`config.mk`:
```
export PLATFORM = sky130hd
export DESIGN_NAME = software_timer_pool_unit
export DESIGN_NICKNAME = d
export VERILOG_FILES = /design/src/design/stp_pkg.sv /design/src/design/stp_ram.sv /design/src/design/stp_ctrl.sv /design/src/design/stp_dp.sv /design/src/design/software_timer_pool_unit.sv
export SDC_FILE = /design/constraint.sdc
export NUM_CORES = 1
export LEC_CHECK = 0
export BUFFER_PORTS_ARGS = -buffer_cell sky130_fd_sc_hd__buf_2
export CAP_MARGIN = 25
export CELL_PAD_IN_SITES_DETAIL_PLACEMENT = 0
export CELL_PAD_IN_SITES_GLOBAL_PLACEMENT = 1
export CORE_ASPECT_RATIO = 2
export CORE_MARGIN = 1.5
export CORE_UTILIZATION = 39
export DETAILED_ROUTE_END_ITERATION = 10
export PLACE_DENSITY = 0.64
export SLEW_MARGIN = 20
export SYNTH_ARGS = -nofsm -noshare
export SYNTH_HDL_FRONTEND = slang
export SYNTH_HIERARCHICAL = 1
export SYNTH_SLANG_ARGS = --single-unit
```
`constraint.sdc`:
```
create_clock -name i_clk -period 7.6 [get_ports i_clk]
set_input_delay 0.76 -clock i_clk [delete_from_list [all_inputs] [get_ports i_clk]]
set_output_delay 0.76 -clock i_clk [all_outputs]
set_load 0.02 [all_outputs]
```
`src/design/stp_pkg.sv`:
```
// ----------------------------------------------------------------------------
// Timer pool package
// Shared codes, types and the command/status structs between the controller
// and the datapath of the software timer pool.
// ----------------------------------------------------------------------------
`default_nettype none

package stp_pkg;

    // Operation codes of an input item.
    localparam logic [3:0] FUNC_TICK    = 4'd0;
    localparam logic [3:0] FUNC_SCAN    = 4'd1;
    localparam logic [3:0] FUNC_ALLOC   = 4'd2;
    localparam logic [3:0] FUNC_START   = 4'd3;
    localparam logic [3:0] FUNC_STOP    = 4'd4;
    localparam logic [3:0] FUNC_RELEASE = 4'd5;
    localparam logic [3:0] FUNC_POLL    = 4'd6;
    localparam logic [3:0] FUNC_SETREP  = 4'd7;
    localparam logic [3:0] FUNC_READ    = 4'd8;

    // Result kinds.
    localparam logic [2:0] KIND_ACK   = 3'd0;
    localparam logic [2:0] KIND_ALLOC = 3'd1;
    localparam logic [2:0] KIND_POLL  = 3'd2;
    localparam logic [2:0] KIND_EVENT = 3'd3;
    localparam logic [2:0] KIND_TICKS = 3'd4;

    // Slot states.
    typedef logic [1:0] t_slot_state;
    localparam t_slot_state SLOT_UNUSED  = 2'd0;
    localparam t_slot_state SLOT_RUNNING = 2'd1;
    localparam t_slot_state SLOT_STOPPED = 2'd2;
    localparam t_slot_state SLOT_EXPIRED = 2'd3;

    // Upper bound on expiry events reported by one scan.
    localparam int MAX_EVENTS = 8;
    localparam int EVT_CNT_W  = $clog2(MAX_EVENTS + 1);

    typedef struct packed {
        logic op_exec;      // operation on the input fields that needs no walk
        logic scan_init;
        logic scan_run;
        logic scan_finish;
        logic alloc_init;
        logic alloc_run;
    } t_cmd;

    typedef struct packed {
        logic scan_done;
        logic alloc_done;
    } t_sts;

endpackage

`default_nettype wire

```
`src/design/stp_ram.sv`:
```
// ----------------------------------------------------------------------------
// Generic RAM
// One write port and one read port with a registered read.
// ----------------------------------------------------------------------------
`default_nettype none

module stp_ram #(
    parameter int WIDTH = 32,
    parameter int DEPTH = 8,
    localparam int AW = (DEPTH > 1) ? $clog2(DEPTH) : 1
) (
    input  wire logic             i_clk,
    input  wire logic             i_we,
    input  wire logic [AW-1:0]    i_waddr,
    input  wire logic [WIDTH-1:0] i_wdata,
    input  wire logic [AW-1:0]    i_raddr,
    output logic      [WIDTH-1:0] o_rdata
);

    logic [WIDTH-1:0] r_mem [DEPTH];
    logic [WIDTH-1:0] r_rdata;

    always_ff @(posedge i_clk) begin
        if (i_we) begin
            r_mem[i_waddr] <= i_wdata;
        end
        r_rdata <= r_mem[i_raddr];
    end

    assign o_rdata = r_rdata;

endmodule

`default_nettype wire

```
`src/design/stp_ctrl.sv`:
```
// ----------------------------------------------------------------------------
// Timer pool controller
// Accepts commands and sequences the scan and allocate walks of the datapath.
// ----------------------------------------------------------------------------
`default_nettype none

module stp_ctrl
    import stp_pkg::*;
(
    input  wire logic       i_clk,
    input  wire logic       i_rst_n,
    input  wire logic       i_start,
    input  wire logic [3:0] i_func,
    input  wire t_sts       i_sts,
    output logic            o_busy,
    output t_cmd            o_cmd
);

    localparam logic [1:0] ST_IDLE  = 2'd0;
    localparam logic [1:0] ST_SCAN  = 2'd1;
    localparam logic [1:0] ST_ALLOC = 2'd2;

    logic [1:0] r_state;
    logic [1:0] n_state;

    always_comb begin
        n_state = r_state;
        o_cmd   = '0;
        case (r_state)
            ST_IDLE: begin
                if (i_start) begin
                    case (i_func)
                        FUNC_SCAN: begin
                            o_cmd.scan_init = 1'b1;
                            n_state         = ST_SCAN;
                        end
                        FUNC_ALLOC: begin
                            o_cmd.alloc_init = 1'b1;
                            n_state          = ST_ALLOC;
                        end
                        default: begin
                            o_cmd.op_exec = 1'b1;
                        end
                    endcase
                end
            end
            ST_SCAN: begin
                if (i_sts.scan_done) begin
                    o_cmd.scan_finish = 1'b1;
                    n_state           = ST_IDLE;
                end else begin
                    o_cmd.scan_run = 1'b1;
                end
            end
            ST_ALLOC: begin
                o_cmd.alloc_run = 1'b1;
                if (i_sts.alloc_done) begin
                    n_state = ST_IDLE;
                end
            end
            default: begin
                n_state = ST_IDLE;
            end
        endcase
    end

    always_ff @(posedge i_clk) begin
        if (!i_rst_n) begin
            r_state <= ST_IDLE;
        end else begin
            r_state <= n_state;
        end
    end

    assign o_busy = (r_state != ST_IDLE);

endmodule

`default_nettype wire

```
`src/design/stp_dp.sv`:
```
// ----------------------------------------------------------------------------
// Timer pool datapath
// Tick counter, slot state flops, stamp and duration RAMs, scan pipeline,
// allocation walk and the registered result port.
// ----------------------------------------------------------------------------
`default_nettype none

module stp_dp
    import stp_pkg::*;
#(
    parameter int SLOT_COUNT = 8
) (
    input  wire logic        i_clk,
    input  wire logic        i_rst_n,
    input  wire t_cmd        i_cmd,
    output t_sts             o_sts,
    input  wire logic [3:0]  i_func,
    input  wire logic [7:0]  i_slot_id,
    input  wire logic [15:0] i_duration_ticks,
    input  wire logic        i_repeat_enable,
    output logic             o_strobe,
    output logic [2:0]       o_result_kind,
    output logic             o_result_ok,
    output logic [2:0]       o_slot_index,
    output logic [31:0]      o_tick_value,
    output logic             o_last
);

    localparam int IW = (SLOT_COUNT > 1) ? $clog2(SLOT_COUNT) : 1;
    localparam int CW = $clog2(SLOT_COUNT + 1);
    localparam logic [7:0]           SLOT_LIMIT = 8'(SLOT_COUNT);
    localparam logic [IW-1:0]        LAST_IDX   = IW'(SLOT_COUNT - 1);
    localparam logic [CW-1:0]        END_IDX    = CW'(SLOT_COUNT);
    localparam logic [EVT_CNT_W-1:0] EVT_LIMIT  = EVT_CNT_W'(MAX_EVENTS);

    // Architectural state.
    logic [31:0]       r_tick,   n_tick;
    t_slot_state       r_status [SLOT_COUNT];
    t_slot_state       n_status [SLOT_COUNT];
    logic [SLOT_COUNT-1:0] r_repeat, n_repeat;

    // Walk control for scan and allocate.
    logic              r_walk,     n_walk;
    logic [IW-1:0]     r_idx,      n_idx;
    logic [CW-1:0]     r_rd_idx,   n_rd_idx;
    logic              r_ev_vld,   n_ev_vld;
    logic [EVT_CNT_W-1:0] r_cnt,   n_cnt;
    logic              r_pend_vld, n_pend_vld;
    logic [IW-1:0]     r_pend_idx, n_pend_idx;

    // Result register.
    logic              r_out_vld,  n_out_vld;
    logic [2:0]        r_kind,     n_kind;
    logic              r_ok,       n_ok;
    logic [2:0]        r_slot,     n_slot;
    logic [31:0]       r_tickv,    n_tickv;
    logic              r_last,     n_last;

    logic [IW-1:0]     s_idx;
    t_slot_state       s_stat;
    logic              id_valid;
    logic [31:0]       stamp_rd;
    logic [15:0]       dur_rd;
    logic [31:0]       elapsed;
    logic              due;
    logic              issue_ok;
    logic              stamp_we;
    logic              dur_we;

    // During a walk the slot state is read at the walk index, otherwise at
    // the slot named by the command.
    assign s_idx    = r_walk ? r_idx : i_slot_id[IW-1:0];
    assign s_stat   = r_status[s_idx];
    assign id_valid = (i_slot_id < SLOT_LIMIT);
    assign elapsed  = r_tick - stamp_rd;
    assign due      = (elapsed[31:16] != 16'd0) || (elapsed[15:0] >= dur_rd);
    assign issue_ok = (r_rd_idx != END_IDX) && (r_cnt != EVT_LIMIT);

    assign o_sts.scan_done  = !r_ev_vld && ((r_rd_idx == END_IDX) || (r_cnt == EVT_LIMIT));
    assign o_sts.alloc_done = (s_stat == SLOT_UNUSED) || (r_idx == LAST_IDX);

    stp_ram #(
        .WIDTH (32),
        .DEPTH (SLOT_COUNT)
    ) u_stamp_ram (
        .i_clk   (i_clk),
        .i_we    (stamp_we),
        .i_waddr (s_idx),
        .i_wdata (r_tick),
        .i_raddr (r_rd_idx[IW-1:0]),
        .o_rdata (stamp_rd)
    );

    stp_ram #(
        .WIDTH (16),
        .DEPTH (SLOT_COUNT)
    ) u_dur_ram (
        .i_clk   (i_clk),
        .i_we    (dur_we),
        .i_waddr (s_idx),
        .i_wdata (i_duration_ticks),
        .i_raddr (r_rd_idx[IW-1:0]),
        .o_rdata (dur_rd)
    );

    always_comb begin
        n_tick     = r_tick;
        n_status   = r_status;
        n_repeat   = r_repeat;
        n_walk     = r_walk;
        n_idx      = r_idx;
        n_rd_idx   = r_rd_idx;
        n_ev_vld   = 1'b0;
        n_cnt      = r_cnt;
        n_pend_vld = r_pend_vld;
        n_pend_idx = r_pend_idx;
        n_out_vld  = 1'b0;
        n_kind     = KIND_ACK;
        n_ok       = 1'b0;
        n_slot     = 3'd0;
        n_tickv    = 32'd0;
        n_last     = 1'b1;
        stamp_we   = 1'b0;
        dur_we     = 1'b0;

        if (i_cmd.op_exec) begin
            n_out_vld = 1'b1;
            case (i_func)
                FUNC_TICK: begin
                    n_tick = r_tick + 32'd1;
                    n_ok   = 1'b1;
                end
                FUNC_START: begin
                    if (id_valid && (s_stat != SLOT_UNUSED)) begin
                        n_ok            = 1'b1;
                        stamp_we        = 1'b1;
                        dur_we          = 1'b1;
                        n_status[s_idx] = SLOT_RUNNING;
                    end
                end
                FUNC_STOP: begin
                    if (id_valid) begin
                        n_ok            = 1'b1;
                        n_status[s_idx] = SLOT_STOPPED;
                    end
                end
                FUNC_RELEASE: begin
                    if (id_valid) begin
                        n_ok            = 1'b1;
                        n_status[s_idx] = SLOT_UNUSED;
                    end
                end
                FUNC_POLL: begin
                    n_kind = KIND_POLL;
                    if (id_valid && (s_stat == SLOT_EXPIRED)) begin
                        n_ok            = 1'b1;
                        n_status[s_idx] = SLOT_STOPPED;
                    end
                end
                FUNC_SETREP: begin
                    if (id_valid) begin
                        n_ok            = 1'b1;
                        n_repeat[s_idx] = i_repeat_enable;
                    end
                end
                FUNC_READ: begin
                    n_kind  = KIND_TICKS;
                    n_ok    = 1'b1;
                    n_tickv = r_tick;
                end
                FUNC_SCAN, FUNC_ALLOC: begin
                    n_out_vld = 1'b0;
                end
                default: begin
                    n_ok = 1'b0;
                end
            endcase
        end

        if (i_cmd.scan_init) begin
            n_walk     = 1'b1;
            n_rd_idx   = '0;
            n_cnt      = '0;
            n_pend_vld = 1'b0;
        end

        if (i_cmd.scan_run) begin
            // Read stage: fetch stamp and duration of the next slot.
            if (issue_ok) begin
                n_ev_vld = 1'b1;
                n_idx    = r_rd_idx[IW-1:0];
                n_rd_idx = r_rd_idx + CW'(1);
            end
            // Evaluate stage. An event is held back one find so that the
            // final one of the scan can carry the last flag.
            if (r_ev_vld && (r_cnt != EVT_LIMIT) && (s_stat == SLOT_RUNNING) && due) begin
                if (r_repeat[r_idx]) begin
                    stamp_we = 1'b1;
                end else begin
                    n_status[r_idx] = SLOT_EXPIRED;
                end
                if (r_pend_vld) begin
                    n_out_vld = 1'b1;
                    n_kind    = KIND_EVENT;
                    n_ok      = 1'b1;
                    n_slot    = 3'(r_pend_idx);
                    n_last    = 1'b0;
                end
                n_pend_vld = 1'b1;
                n_pend_idx = r_idx;
                n_cnt      = r_cnt + EVT_CNT_W'(1);
            end
        end

        if (i_cmd.scan_finish) begin
            n_walk    = 1'b0;
            n_out_vld = 1'b1;
            if (r_pend_vld) begin
                n_kind = KIND_EVENT;
                n_ok   = 1'b1;
                n_slot = 3'(r_pend_idx);
            end
        end

        if (i_cmd.alloc_init) begin
            n_walk = 1'b1;
            n_idx  = '0;
        end

        if (i_cmd.alloc_run) begin
            if (s_stat == SLOT_UNUSED) begin
                n_status[r_idx] = SLOT_STOPPED;
                n_repeat[r_idx] = 1'b0;
                n_walk          = 1'b0;
                n_out_vld       = 1'b1;
                n_kind          = KIND_ALLOC;
                n_ok            = 1'b1;
                n_slot          = 3'(r_idx);
            end else if (r_idx == LAST_IDX) begin
                n_walk    = 1'b0;
                n_out_vld = 1'b1;
                n_kind    = KIND_ALLOC;
            end else begin
                n_idx = r_idx + IW'(1);
            end
        end
    end

    always_ff @(posedge i_clk) begin
        if (!i_rst_n) begin
            r_tick     <= 32'd0;
            r_repeat   <= '0;
            r_walk     <= 1'b0;
            r_ev_vld   <= 1'b0;
            r_cnt      <= '0;
            r_pend_vld <= 1'b0;
            r_rd_idx   <= '0;
            r_out_vld  <= 1'b0;
            for (int i = 0; i < SLOT_COUNT; i++) begin
                r_status[i] <= SLOT_UNUSED;
            end
        end else begin
            r_tick     <= n_tick;
            r_repeat   <= n_repeat;
            r_walk     <= n_walk;
            r_ev_vld   <= n_ev_vld;
            r_cnt      <= n_cnt;
            r_pend_vld <= n_pend_vld;
            r_rd_idx   <= n_rd_idx;
            r_out_vld  <= n_out_vld;
            r_status   <= n_status;
        end
        r_idx      <= n_idx;
        r_pend_idx <= n_pend_idx;
        r_kind     <= n_kind;
        r_ok       <= n_ok;
        r_slot     <= n_slot;
        r_tickv    <= n_tickv;
        r_last     <= n_last;
    end

    assign o_strobe      = r_out_vld;
    assign o_result_kind = r_kind;
    assign o_result_ok   = r_ok;
    assign o_slot_index  = r_slot;
    assign o_tick_value  = r_tickv;
    assign o_last        = r_last;

    // A scan never reports more events than the per-scan limit.
    a_cnt_limit: assert property (@(posedge i_clk) disable iff (!i_rst_n)
        r_cnt <= EVT_LIMIT)
        else $error("scan event count beyond limit");

    // Only an expiry event can leave a run open.
    a_last_single: assert property (@(posedge i_clk) disable iff (!i_rst_n)
        r_out_vld && (r_kind != KIND_EVENT) |-> r_last)
        else $error("non-event result without last flag");

    // Every scan or allocate walk closes with a final result.
    a_walk_close: assert property (@(posedge i_clk) disable iff (!i_rst_n)
        $fell(r_walk) |-> r_out_vld && r_last)
        else $error("walk ended without a final result");

    // The scan evaluate stage is only busy inside a walk.
    a_ev_in_walk: assert property (@(posedge i_clk) disable iff (!i_rst_n)
        r_ev_vld |-> r_walk)
        else $error("scan evaluation outside a walk");

endmodule

`default_nettype wire

```
`src/design/software_timer_pool_unit.sv`:
```
// ----------------------------------------------------------------------------
// Software timer pool unit
// A pool of SLOT_COUNT timers driven by a 32-bit tick counter.
// ----------------------------------------------------------------------------
// Usage: present an operation on i_func with its operands and raise start;
// the transfer happens at a rising edge where start is high and busy is low.
// Results leave on the o_ ports for exactly one cycle, marked by o_strobe,
// and the receiver cannot hold them off. o_last marks the final result of
// the run caused by one transfer.
// Tick, start, stop, release, poll, set repeat and read ticks need no walk:
// their single result appears the cycle after the transfer and busy stays
// low, so one of these can be taken every cycle.
// Allocate walks the slot state one slot per cycle; its result appears in
// the same cycle that busy falls.
// Scan reads stamp and duration of one slot per cycle from the slot RAMs
// through a two-stage read/evaluate pipeline and stops early once eight
// events are found; events stream out in ascending slot order, the final
// one in the same cycle that busy falls.
// Reset clears the tick count and marks every slot unused; stamps and
// durations need no clearing since they are only used for running slots.
// ----------------------------------------------------------------------------
`default_nettype none

module software_timer_pool_unit
    import stp_pkg::*;
#(
    parameter int SLOT_COUNT = 8
) (
    input  wire logic        i_clk,
    input  wire logic        i_rst_n,
    input  wire logic        start,
    output logic             busy,
    input  wire logic [3:0]  i_func,
    input  wire logic [7:0]  i_slot_id,
    input  wire logic [15:0] i_duration_ticks,
    input  wire logic        i_repeat_enable,
    output logic             o_strobe,
    output logic [2:0]       o_result_kind,
    output logic             o_result_ok,
    output logic [2:0]       o_slot_index,
    output logic [31:0]      o_tick_value,
    output logic             o_last
);

    t_cmd cmd;
    t_sts sts;

    stp_ctrl u_ctrl (
        .i_clk   (i_clk),
        .i_rst_n (i_rst_n),
        .i_start (start),
        .i_func  (i_func),
        .i_sts   (sts),
        .o_busy  (busy),
        .o_cmd   (cmd)
    );

    stp_dp #(
        .SLOT_COUNT (SLOT_COUNT)
    ) u_dp (
        .i_clk            (i_clk),
        .i_rst_n          (i_rst_n),
        .i_cmd            (cmd),
        .o_sts            (sts),
        .i_func           (i_func),
        .i_slot_id        (i_slot_id),
        .i_duration_ticks (i_duration_ticks),
        .i_repeat_enable  (i_repeat_enable),
        .o_strobe         (o_strobe),
        .o_result_kind    (o_result_kind),
        .o_result_ok      (o_result_ok),
        .o_slot_index     (o_slot_index),
        .o_tick_value     (o_tick_value),
        .o_last           (o_last)
    );

endmodule

`default_nettype wire

```
==> out/metrics.cfg, run 1 <==
[synth]
avgSynthCellArea_um2=14.17
ys_types=85
syn_area_um2=23650
ys.flop_type=edfxtp_1
async_flop_share_pct=0
synth-seq-area-share_pct=62.76
synth_edf_count=387
ys_ff_latch=548
syn_inst=1669
ys_warn_count=6
synthesis.nets=1756

[run]
cap_violations=0

[clock_network]
post_cts_buffers=0
cts-buffers-inserted=49
clock_sinks=548
worstSkewPairLatency_ps=590
hold_buffers=0
htreeDepth=2
cts.path.max_buffers=3
clkTransAtPathRegs_ps=70
ctsResizeCount=0
cts_tree=yes
cts_root_buf=clkbuf_16

[global_route]
grt_use_met3_pct=2.237
grt-ovfl-total=0
grtUsageMet1_pct=20.95
grt_pass1_vias=14730
track_usage_pct=19.72
grt_pass1_wl_um=90560
grt-busiest-layer=met2
use_met2_pct=38.63
antenna_found_initial=0
grt_max_degree=73

[power_and_ir_drop]
powerDensity_nw_per_um2=220.2
p_seq_share_pct=53.9
combinationalPowerShare_pct=2.6
pwr-share-clk_pct=43.5
irDropWorstVdd_v=0.0001389
cellLeakagePower_nw=8.912
p_int_mw=4.673
p_sw_share_pct=20.63
p_sw_mw=1.215

[setup_path]
reg2reg_setup_slack_ps=780
critPathMaxStageDelay_ps=620
crit_fanout=19
worst-path-buf-inv=2
path_class=register to register
setup.worst_path.start_class=register
end_kind=register
arrival_ps=7130
crit_top_cell=a21oi_1
critPathTopFamily=simple AND/OR/NAND/NOR gates
crit_slowest_cell=or4b_4
worstPathCellList=inv_1 -> ha_1 -> fa_1 -> nand2b_1 -> a21oi_1 -> o21a_1 -> a21oi_1 -> xnor2_1 -> ha_1 -> a21o_1 -> a211o_1 -> a211oi_1 -> a21oi_1 -> or3_1 -> a211o_1 -> or4_1 -> or4b_4 -> and2_1 -> a21o_1 -> nand2b_1 -> nor2_4 -> buf_4
critical_path_required_ps=7910

[timing]
slew_headroom_pct=29.31
fmax_mhz=146.6
min_period_over_period_pct=89.76
rsz0062_at_grt=false
setup-violations-final=0
max_slew.worst_pin.slew_ps=1060
slew_viol_final=0
finalCriticalPeriod_ps=6822
finalSetupTns_ps=0
hold_viol_final=0
worst_slack_ps=778.3
skew_ps=19.22

[outcome]
status=finished clean

[routing]
drt-total-wl_um=60290
viasPerCell=5.509
ant_nets=0
vias=14230
drc=0
drt_iter0_drc=870
wl_per_cell_um=23.34
dr.pass1.iters=6

[finish]
instances_no_fill=2583
regArea_um2=14850
final_layout_size_suffix_gt1_share_pct=16.80
nets=1857
n_antenna_cell=0
syn_to_final_growth_pct=13.06
multi_input_area_um2=8264
n_fill_cell=5404

[placement]
portBuffers=73
dpl_worst_slack_ps=785.5
hpwl_um=41140
place_inst=2492
routabilityCongestion=0.8978

[floorplan]
rows=127
design.die.area_um2=62220
ios=74
fp.dieH_um=351.3
coreArea_um2=59910
die_width_um=177.1
start_util_pct=39.48

[worst_hold_path]
min_path_type=primary input to register

-- worst reg2reg max path: stages, from the launching register on --
cell	delay (ps)
dfxtp_1	550
inv_1	110
ha_1	250
fa_1	400
nand2b_1	200
a21oi_1	300
o21a_1	210
a21oi_1	90
xnor2_1	200
ha_1	270
a21o_1	180
a211o_1	290
a211oi_1	210
a21oi_1	110
or3_1	350
a211o_1	250
or4_1	570
or4b_4	620
and2_1	330
a21o_1	230
nand2b_1	290
nor2_4	210
buf_4	290
-- cell usage after synthesis (15+ instances only) --
cell type  instances  share of area (%)
a21o_1            15               0.48
a21oi_1           78                1.7
and2_1            39                1.0
clkbuf_1          32               0.51
dfxtp_1          161                 14
edfxtp_1         387                 49
ha_1              54                2.9
inv_1             68                1.1
mux2_2            48                2.3
mux2i_1           22               0.93
mux4_1            68                7.6
mux4_2            29                2.8
nand2_1          115                1.8
nand3_1           36               0.76
nand4_1           21               0.56
nor2_1           144                2.3
nor3_1            24               0.51
o21ai_0           59                1.2
o22ai_1           16               0.42
xnor2_1           23               0.85
xor2_1            28                1.0
-- cell type report --
cell class | instances | area share [%]
flip-flops and latches | 548 | 55.54
multi-input cells | 986 | 30.90
clock buffers | 59 | 4.960
well taps | 774 | 3.621
repair buffers | 115 | 2.760
clock inverters | 31 | 1.231
inverters | 70 | 0.9825
-- flip-flops by register name (all words and copies together) (netlist names), 2 cells and up --
name and cells:
u_ctrl/r_state 2, u_dp/o_result_kind 3, u_dp/o_slot_index 3, u_dp/o_tick_value 32
u_dp/r_cnt 4, u_dp/r_idx 3, u_dp/r_pend_idx 3, u_dp/r_rd_idx 4
u_dp/r_repeat 8, u_dp/r_status 16, u_dp/r_tick 32, u_dp/u_dur_ram/o_rdata 16
u_dp/u_dur_ram/r_mem 128, u_dp/u_stamp_ram/o_rdata 32, u_dp/u_stamp_ram/r_mem 256
-- cells by family (layout without fill, tap and decap cells) --
logic type,count (synthesis),in the layout,synth area share (%)
simple gates,458,458,9.432
fa+ha+maj,55,55,2.941
buf+inv,135,275,2.587
compound gates,255,255,6.861
flops,548,548,62.76
xor+xnor,51,51,1.888
mux,167,167,13.53
-- stage by stage --
stage | power, mW | utilization (%) | area [um2] | hold slack (ps)
after floorplan | 3.330 | - | 23650 | 380.3
after detailed placement | 3.390 | 41.86 | 25080 | 452.3
after CTS | 5.955 | 44.63 | 26730 | 413.1
after global placement | 3.388 | 41.72 | 24990 | 444.0
after global routing | 6.060 | 44.64 | 26740 | 436.6
final | 5.887 | 44.64 | 26740 | 441.2
-- power by group through the flow --
stage | clock network [mW] | logic [mW] | registers, mW
final | 2.56 | 0.151 | 3.18
after global routing | 2.73 | 0.162 | 3.17
after CTS | 2.63 | 0.150 | 3.17
after detailed placement | 0 | 0.149 | 3.24
after global placement | 0 | 0.147 | 3.24
after floorplan | 0 | 0.0870 | 3.24
-- worst paths after layout --
path | from | to | cells after the start
setup / recovery | u_dp/r_tick[0] | u_dp/u_stamp_ram/r_mem[2][31] | 22
hold / removal | i_duration_ticks[1] | u_dp/u_dur_ram/r_mem[0][1] | 1
setup reg to reg | u_dp/r_tick[0] | u_dp/u_stamp_ram/r_mem[2][31] | 22
hold reg to reg | u_dp/r_rd_idx[3] | u_dp/r_rd_idx[3] | 1
-- cell usage in the layout, fill, tap and decap left out, drive strengths merged, types with 28 or more instances in the layout --
cell type  Yosys  routed
inv           69      71
nor2         144     144
buf           32     115
o21ai         62      62
ha            54      54
mux2          48      48
mux4          97      97
nand3         36      36
a21oi         79      79
dfxtp        161     161
clkbuf        33      59
edfxtp       387     387
nand2        115     115
xor2          28      28
and2          40      40
-- metal layers --
| layer | share of wire (%) | up-vias |
|---|---|---|
| met2 | 56 | 396 |
| met3 | 3.4 | 117 |
| li1 | - | 6562 |
| met5 | 0 | - |
| met1 | 36 | 7155 |
| met4 | 3.9 | 0 |
Note: power is estimated with default switching activity, not from simulation.
==> inputs of run 2 (changes only) <==
CAP_MARGIN = 0   (was 25)
SYNTH_HIERARCHICAL = not set   (was 1)
TNS_END_PERCENT = 50   (was not set)
==> out/metrics.cfg, run 2 <==
[setup_path]
crit_fanout=20  ; +1
worstReg2RegStart=u_dp.r_tick[0]
arrival_ps=6210  ; -920 ps
path_class=register to register
cp-startpoint=u_dp.r_tick[0]
end_kind=register
critical_path_required_ps=7890  ; -20 ps
setup.worst_path.start_class=register

[floorplan]
coreArea_um2=58960  ; -1.6%
design.die.area_um2=61270  ; -1.5%
start_util_pct=39.49  ; about the same
ios=74  ; unchanged
die_width_um=175.8  ; -0.77%
fp.dieH_um=348.5  ; -0.78%
rows=126  ; -0.79%

[synth]
synthTopCellsByArea=edfxtp_1 (50%), dfxtp_1 (14%), mux4_2 (9.5%), ha_1 (2.9%), mux2_2 (2.4%)
synth-seq-area-share_pct=63.75  ; +0.99 points
ys.flop_type=edfxtp_1
async_flop_share_pct=0  ; unchanged
synthesis.nets=1720  ; -2.1%
ys_ff_latch=548  ; unchanged
ys_warn_count=0  ; -6
ys_types=80  ; -5.9%
yosysTopAreaCell=edfxtp_1
syn_inst=1633  ; -2.2%
netlist.area_leader.share_pct=49.91  ; +0.78 points
syn_area_um2=23280  ; -1.6%
yosysMostFrequentCell=edfxtp_1
synth_common_cells=edfxtp_1 (387), dfxtp_1 (161), nand2_1 (103)
synth_edf_count=387  ; unchanged
avgSynthCellArea_um2=14.26  ; +0.61%

[power_and_ir_drop]
powerDensity_nw_per_um2=223.5  ; +1.5%
irDropWorstVdd_v=0.0002033  ; +46%
cellLeakagePower_nw=9.808  ; +10%

[finish]
top_regs=u_dp.u_stamp_ram.r_mem: 256 flops, u_dp.u_dur_ram.r_mem: 128 flops
largest_reg_flops=256  ; unchanged
final_common_cell=edfxtp_1
syn_to_final_growth_pct=12.78
layout_common_cells=edfxtp_1 (387), dfxtp_1 (158), nand2_1 (103)
instances_no_fill=2526  ; -2.2%
final_area_um2=26260  ; -1.8%
nets=1805  ; -2.8%
fin_util_pct=44.54  ; -0.10 points
max_flop_register=u_dp.u_stamp_ram.r_mem
n_antenna_cell=0  ; unchanged
final_layout_size_suffix_gt1_share_pct=20.76  ; +4.0 points

[clock_network]
clock_sinks=548  ; unchanged
cts-buffers-inserted=48  ; -2.0%
cts.path.max_buffers=3  ; unchanged
post_cts_buffers=0  ; unchanged
hold_buffers=0  ; unchanged
cts_tree=yes
clkTransAtPathRegs_ps=70  ; about the same
worstSkewPairLatency_ps=590  ; about the same
ctsResizeCount=0  ; unchanged
cts_root_buf=clkbuf_16
htreeDepth=2  ; unchanged

[timing]
finalCriticalPeriod_ps=5923  ; -899.2 ps
hold_viol_final=0  ; unchanged
finalSetupTns_ps=0  ; unchanged
slew_headroom_pct=18.35  ; -11 points
fmax_mhz=168.8  ; +15%
max_slew.worst_pin.slew_ps=1222  ; +161.9 ps
min_period_over_period_pct=77.93  ; -12 points
slew_viol_final=0  ; unchanged
rsz0062_at_grt=false
skew_ps=25.23  ; +6.007 ps
setup-violations-final=0  ; unchanged

[run]
cap_violations=0  ; unchanged

[worst_hold_path]
holdCritStartpoint=i_duration_ticks[13]
min_path_type=primary input to register

[routing]
drt_iter0_drc=857  ; -1.5%
wl_per_cell_um=23.06  ; -1.2%
vias=13780  ; -3.1%
viasPerCell=5.457  ; -0.95%
drc=0  ; unchanged
ant_nets=0  ; unchanged
dr.pass1.iters=7  ; +1
drt-total-wl_um=58250  ; -3.4%

[placement]
place_inst=2436  ; -2.2%
portBuffers=73  ; unchanged
placed_area_um2=24650  ; -1.7%
hpwl_um=38810  ; -5.7%
routabilityCongestion=0.9541  ; +6.3%

[global_route]
grt_max_degree=71  ; -2.7%
antenna_found_initial=2  ; +2
grt-ovfl-total=0  ; unchanged
track_usage_pct=19.31  ; -0.41 points
grt_pass1_vias=14400  ; -2.2%
grt_pass1_wl_um=87750  ; -3.1%

[outcome]
status=finished clean

-- run 2: cell types whose count changed after synthesis, moves of 15 or more --
cell      change
and2_1       +24
clkbuf_1     +19
mux4_1       -68
mux4_2       +69
nand3_1      +16
nor2_1       -59
nor3_1       -15
-- run 2: path summary, 6_finish.rpt --
| kind | to | slack [ps] | depth (start not counted) |
|---|---|---|---|
| hold reg to reg | u_dp.r_repeat[3] | 470 | 2 |
| setup / recovery | u_dp.u_stamp_ram.r_mem[3][16] | 1680 | 20 |
| setup reg to reg | u_dp.u_stamp_ram.r_mem[3][16] | 1680 | 20 |
| hold / removal | u_dp.u_dur_ram.r_mem[6][13] | 450 | 1 |
-- run 2: kinds of logic after synthesis --
group,after synthesis,share of synthesized area [%]
muxes,163,12.54
AOI/OAI and AO/OA,255,7.179
xor gates and xnor gates,50,1.881
and+or+nand+nor,415,9.200
adders and majority gates,55,2.988
DFF,548,63.75
buffers and inverters,147,2.461
-- run 2: worst max-delay path: stages (launching register included) --
cell and delay, ps:
dfxtp_1 530, inv_1 160, ha_1 230, fa_1 400, nand2b_1 180, a21o_1 220, a31oi_2 380, a21oi_1 140
xnor2_1 150, ha_1 190, a21o_1 150, a21o_1 180, a22oi_1 150, o211ai_1 110, nand4b_1 170, a2111oi_0 300
and4_1 350, nand4_2 380, a31oi_4 680, nor2_4 230, buf_4 320
-- run 2: metal layers --
layer	vias to the layer above	share of wire, %	track usage [%]
met5	-	0	0
met4	0	4.9	9.123
met3	139	3.4	2.179
met2	361	54	36.74
met1	6937	37	20.98
li1	6347	-	-
-- run 2: cell type report --
class | instances | area (um2)
clock buffers | 69 | 1383
clock inverters | 21 | 229.0
fillers | 5402 | 32700
inverters | 76 | 285.3
multi-input cells | 938 | 7935
flip-flops and latches | 548 | 14850
well taps | 768 | 960.9
repair buffers | 106 | 613.1
-- run 2: power by group --
part / internal (mW) / switching (mW) / total, mW
clock: 1.41 / 1.09 / 2.50
sequential: 3.17 / 0.0246 / 3.20
combinational: 0.0573 / 0.110 / 0.167
-- run 2: per-stage QoR --
step,power [mW],worst slack (ps),hold WS (ps)
floorplan,3.361,2455,419.6
finish,5.870,1677,452.3
CTS,5.937,1753,417.6
global route,6.043,1343,448.4
global placement,3.431,1952,446.9
detailed placement,3.431,1810,451.2
==> inputs of run 3 (changes only) <==
PLACE_DENSITY = 0.66   (was 0.64)
clock period = 5.31 ns   (was 7.6 ns; I/O delays follow)
==> out/metrics.cfg, run 3 (synthesis results as in run 2) <==
[placement]
portBuffers=73  ; unchanged
routabilityCongestion=0.9199  ; -3.6%
hpwl_um=40680  ; +4.8%
place_inst=2463  ; +1.1%

[finish]
top_regs=u_dp.u_stamp_ram.r_mem: 256 flops, u_dp.u_dur_ram.r_mem: 128 flops
largest_reg_flops=256  ; unchanged
instances_no_fill=2552  ; +1.0%
nets=1832  ; +1.5%
max_flop_register=u_dp.u_stamp_ram.r_mem
n_antenna_cell=0  ; unchanged
syn_to_final_growth_pct=14.25
layout_common_cells=edfxtp_1 (387), dfxtp_1 (158), nand2_1 (103)
final_layout_size_suffix_gt1_share_pct=22.03  ; +1.3 points
n_fill_cell=5377  ; -0.46%
final_common_cell=edfxtp_1

[setup_path]
crit_fanout=32  ; +60%
end_kind=register
r2r_cells=19  ; -5.0%
critPathMaxStageDelay_ps=600  ; -80 ps
worstPathCellList=inv_1 -> ha_1 -> fa_1 -> nand2b_1 -> a21o_1 -> a2111oi_4 -> nor3_2 -> xnor2_1 -> ha_1 -> a21o_1 -> a22oi_1 -> o211ai_1 -> nand4b_1 -> a2111oi_0 -> and4_1 -> nand4_2 -> a31oi_4 -> nor2_4 -> buf_12
crit_slowest_cell=a31oi_4
reg2reg_setup_slack_ps=330  ; -1340 ps
worst-path-buf-inv=2  ; unchanged
path_class=register to register
critPathTopFamily=compound AO/OA/AOI/OAI gates
arrival_ps=5280  ; -930 ps
setup.worst_path.start_class=register
worstReg2RegStart=u_dp.r_tick[0]
critical_path_required_ps=5620  ; -2270 ps
reg2reg_to=u_dp.u_stamp_ram.r_mem[3][24]

[global_route]
grt_pass1_vias=14610  ; +1.5%
grt-ovfl-total=0  ; unchanged
grt_max_degree=65  ; -8.5%
antenna_found_initial=2  ; unchanged
grt_pass1_wl_um=89240  ; +1.7%
track_usage_pct=19.57  ; +0.27 points

[floorplan]
start_util_pct=39.49  ; unchanged
design.die.area_um2=61270  ; unchanged
rows=126  ; unchanged
ios=74  ; unchanged
die_width_um=175.8  ; unchanged
fp.dieH_um=348.5  ; unchanged
coreArea_um2=58960  ; unchanged

[routing]
drc=0  ; unchanged
ant_nets=0  ; unchanged
viasPerCell=5.468  ; +0.21%
drt_iter0_drc=1110  ; +30%
vias=13960  ; +1.2%
dr.pass1.iters=5  ; -2
drt-total-wl_um=58970  ; +1.2%
wl_per_cell_um=23.11  ; +0.20%

[timing]
slew_headroom_pct=31.93  ; +14 points
skew_ps=16.71  ; -8.516 ps
min_period_over_period_pct=93.71  ; +16 points
finalSetupTns_ps=0  ; unchanged
finalCriticalPeriod_ps=4976  ; -946.5 ps
rsz0062_at_grt=false
fmax_mhz=201.0  ; +19%
setup-violations-final=0  ; unchanged
slew_viol_final=0  ; unchanged
hold_viol_final=0  ; unchanged
max_slew.worst_pin.slew_ps=992.7  ; -229.4 ps

[clock_network]
htreeDepth=2  ; unchanged
clock_sinks=548  ; unchanged
post_cts_buffers=0  ; unchanged
cts_root_buf=clkbuf_16
hold_buffers=0  ; unchanged
cts.path.max_buffers=3  ; unchanged
worstSkewPairLatency_ps=580  ; about the same
ctsResizeCount=0  ; unchanged
clkTransAtPathRegs_ps=70  ; about the same
cts-buffers-inserted=48  ; unchanged
cts_tree=yes

[worst_hold_path]
min_path_type=primary input to register
min_delay_path_depth=1  ; unchanged
holdCritStartpoint=i_duration_ticks[11]
hold_path_end=u_dp.u_dur_ram.r_mem[4][11]

[power_and_ir_drop]
powerDensity_nw_per_um2=318.3  ; +42%
irDropWorstVdd_v=0.0002673  ; +31%
cellLeakagePower_nw=9.979  ; +1.7%

[outcome]
status=finished clean

[run]
cap_violations=0  ; unchanged

run 3: cell types whose count changed in the layout (fill, tap and decap cells not counted), moves of 3 or more:
cell | before | now
buf_12 | 0 | 10
buf_4 | 33 | 50
clkbuf_8 | 6 | 3
clkinv_2 | 9 | 6
clkinv_4 | 0 | 3
inv_6 | 2 | 5
run 3: how the worst max path moves through the flow:
stage / startpoint / to / slack, ps / depth (start not counted)
floorplan: u_dp.r_tick[0] / u_dp.u_stamp_ram.r_mem[0][0] / 160 / 18
global placement: u_dp.r_tick[0] / u_dp.u_stamp_ram.r_mem[1][22] / 410 / 19
detailed placement: u_dp.r_tick[0] / u_dp.u_stamp_ram.r_mem[0][22] / 390 / 19
CTS: u_dp.r_tick[0] / u_dp.u_stamp_ram.r_mem[5][11] / 350 / 19
global route: u_dp.r_tick[0] / u_dp.u_stamp_ram.r_mem[5][11] / 70 / 19
finish: u_dp.r_tick[0] / u_dp.u_stamp_ram.r_mem[3][24] / 330 / 19
run 3: area by class of cell:
type	instances	area, um2	area share (%)
well taps	768	960.9	3.612
flip-flops and latches	548	14850	55.83
repair buffers	133	940.9	3.537
multi-input cells	938	7935	29.83
clock inverters	27	342.8	1.289
inverters	76	285.3	1.072
clock buffers	62	1284	4.826
run 3: stage by stage:
step	power [mW]	hold WS, ps	setup WS, ps	cell area, um2	utilization [%]
6_report	8.468	219.3	333.9	26600	45.12
5_1_grt	8.718	211.6	68.60	26600	45.12
4_1_cts	8.552	176.7	349.8	26600	45.12
3_5_place_dp	4.920	445.7	392.1	24980	42.36
3_3_place_gp	4.919	445.7	413.2	24980	42.36
2_1_floorplan	4.810	419.6	164.5	23280	-
run 3: power breakdown:
part           internal (mW)  switching, mW  total (mW)
registers               4.54         0.0164        4.56
logic                 0.0879          0.178       0.266
clock network           2.03           1.61        3.64
total                   6.66           1.81        8.47
run 3: metal layers:
| metal | vias up | GRT usage, % | part of all wire, % |
|---|---|---|---|
| met4 | 0 | 9.663 | 5.1 |
| li1 | 6408 | - | - |
| met5 | - | 0 | 0 |
| met3 | 149 | 1.961 | 3.7 |
| met2 | 409 | 36.77 | 54 |
| met1 | 6989 | 21.70 | 37 |
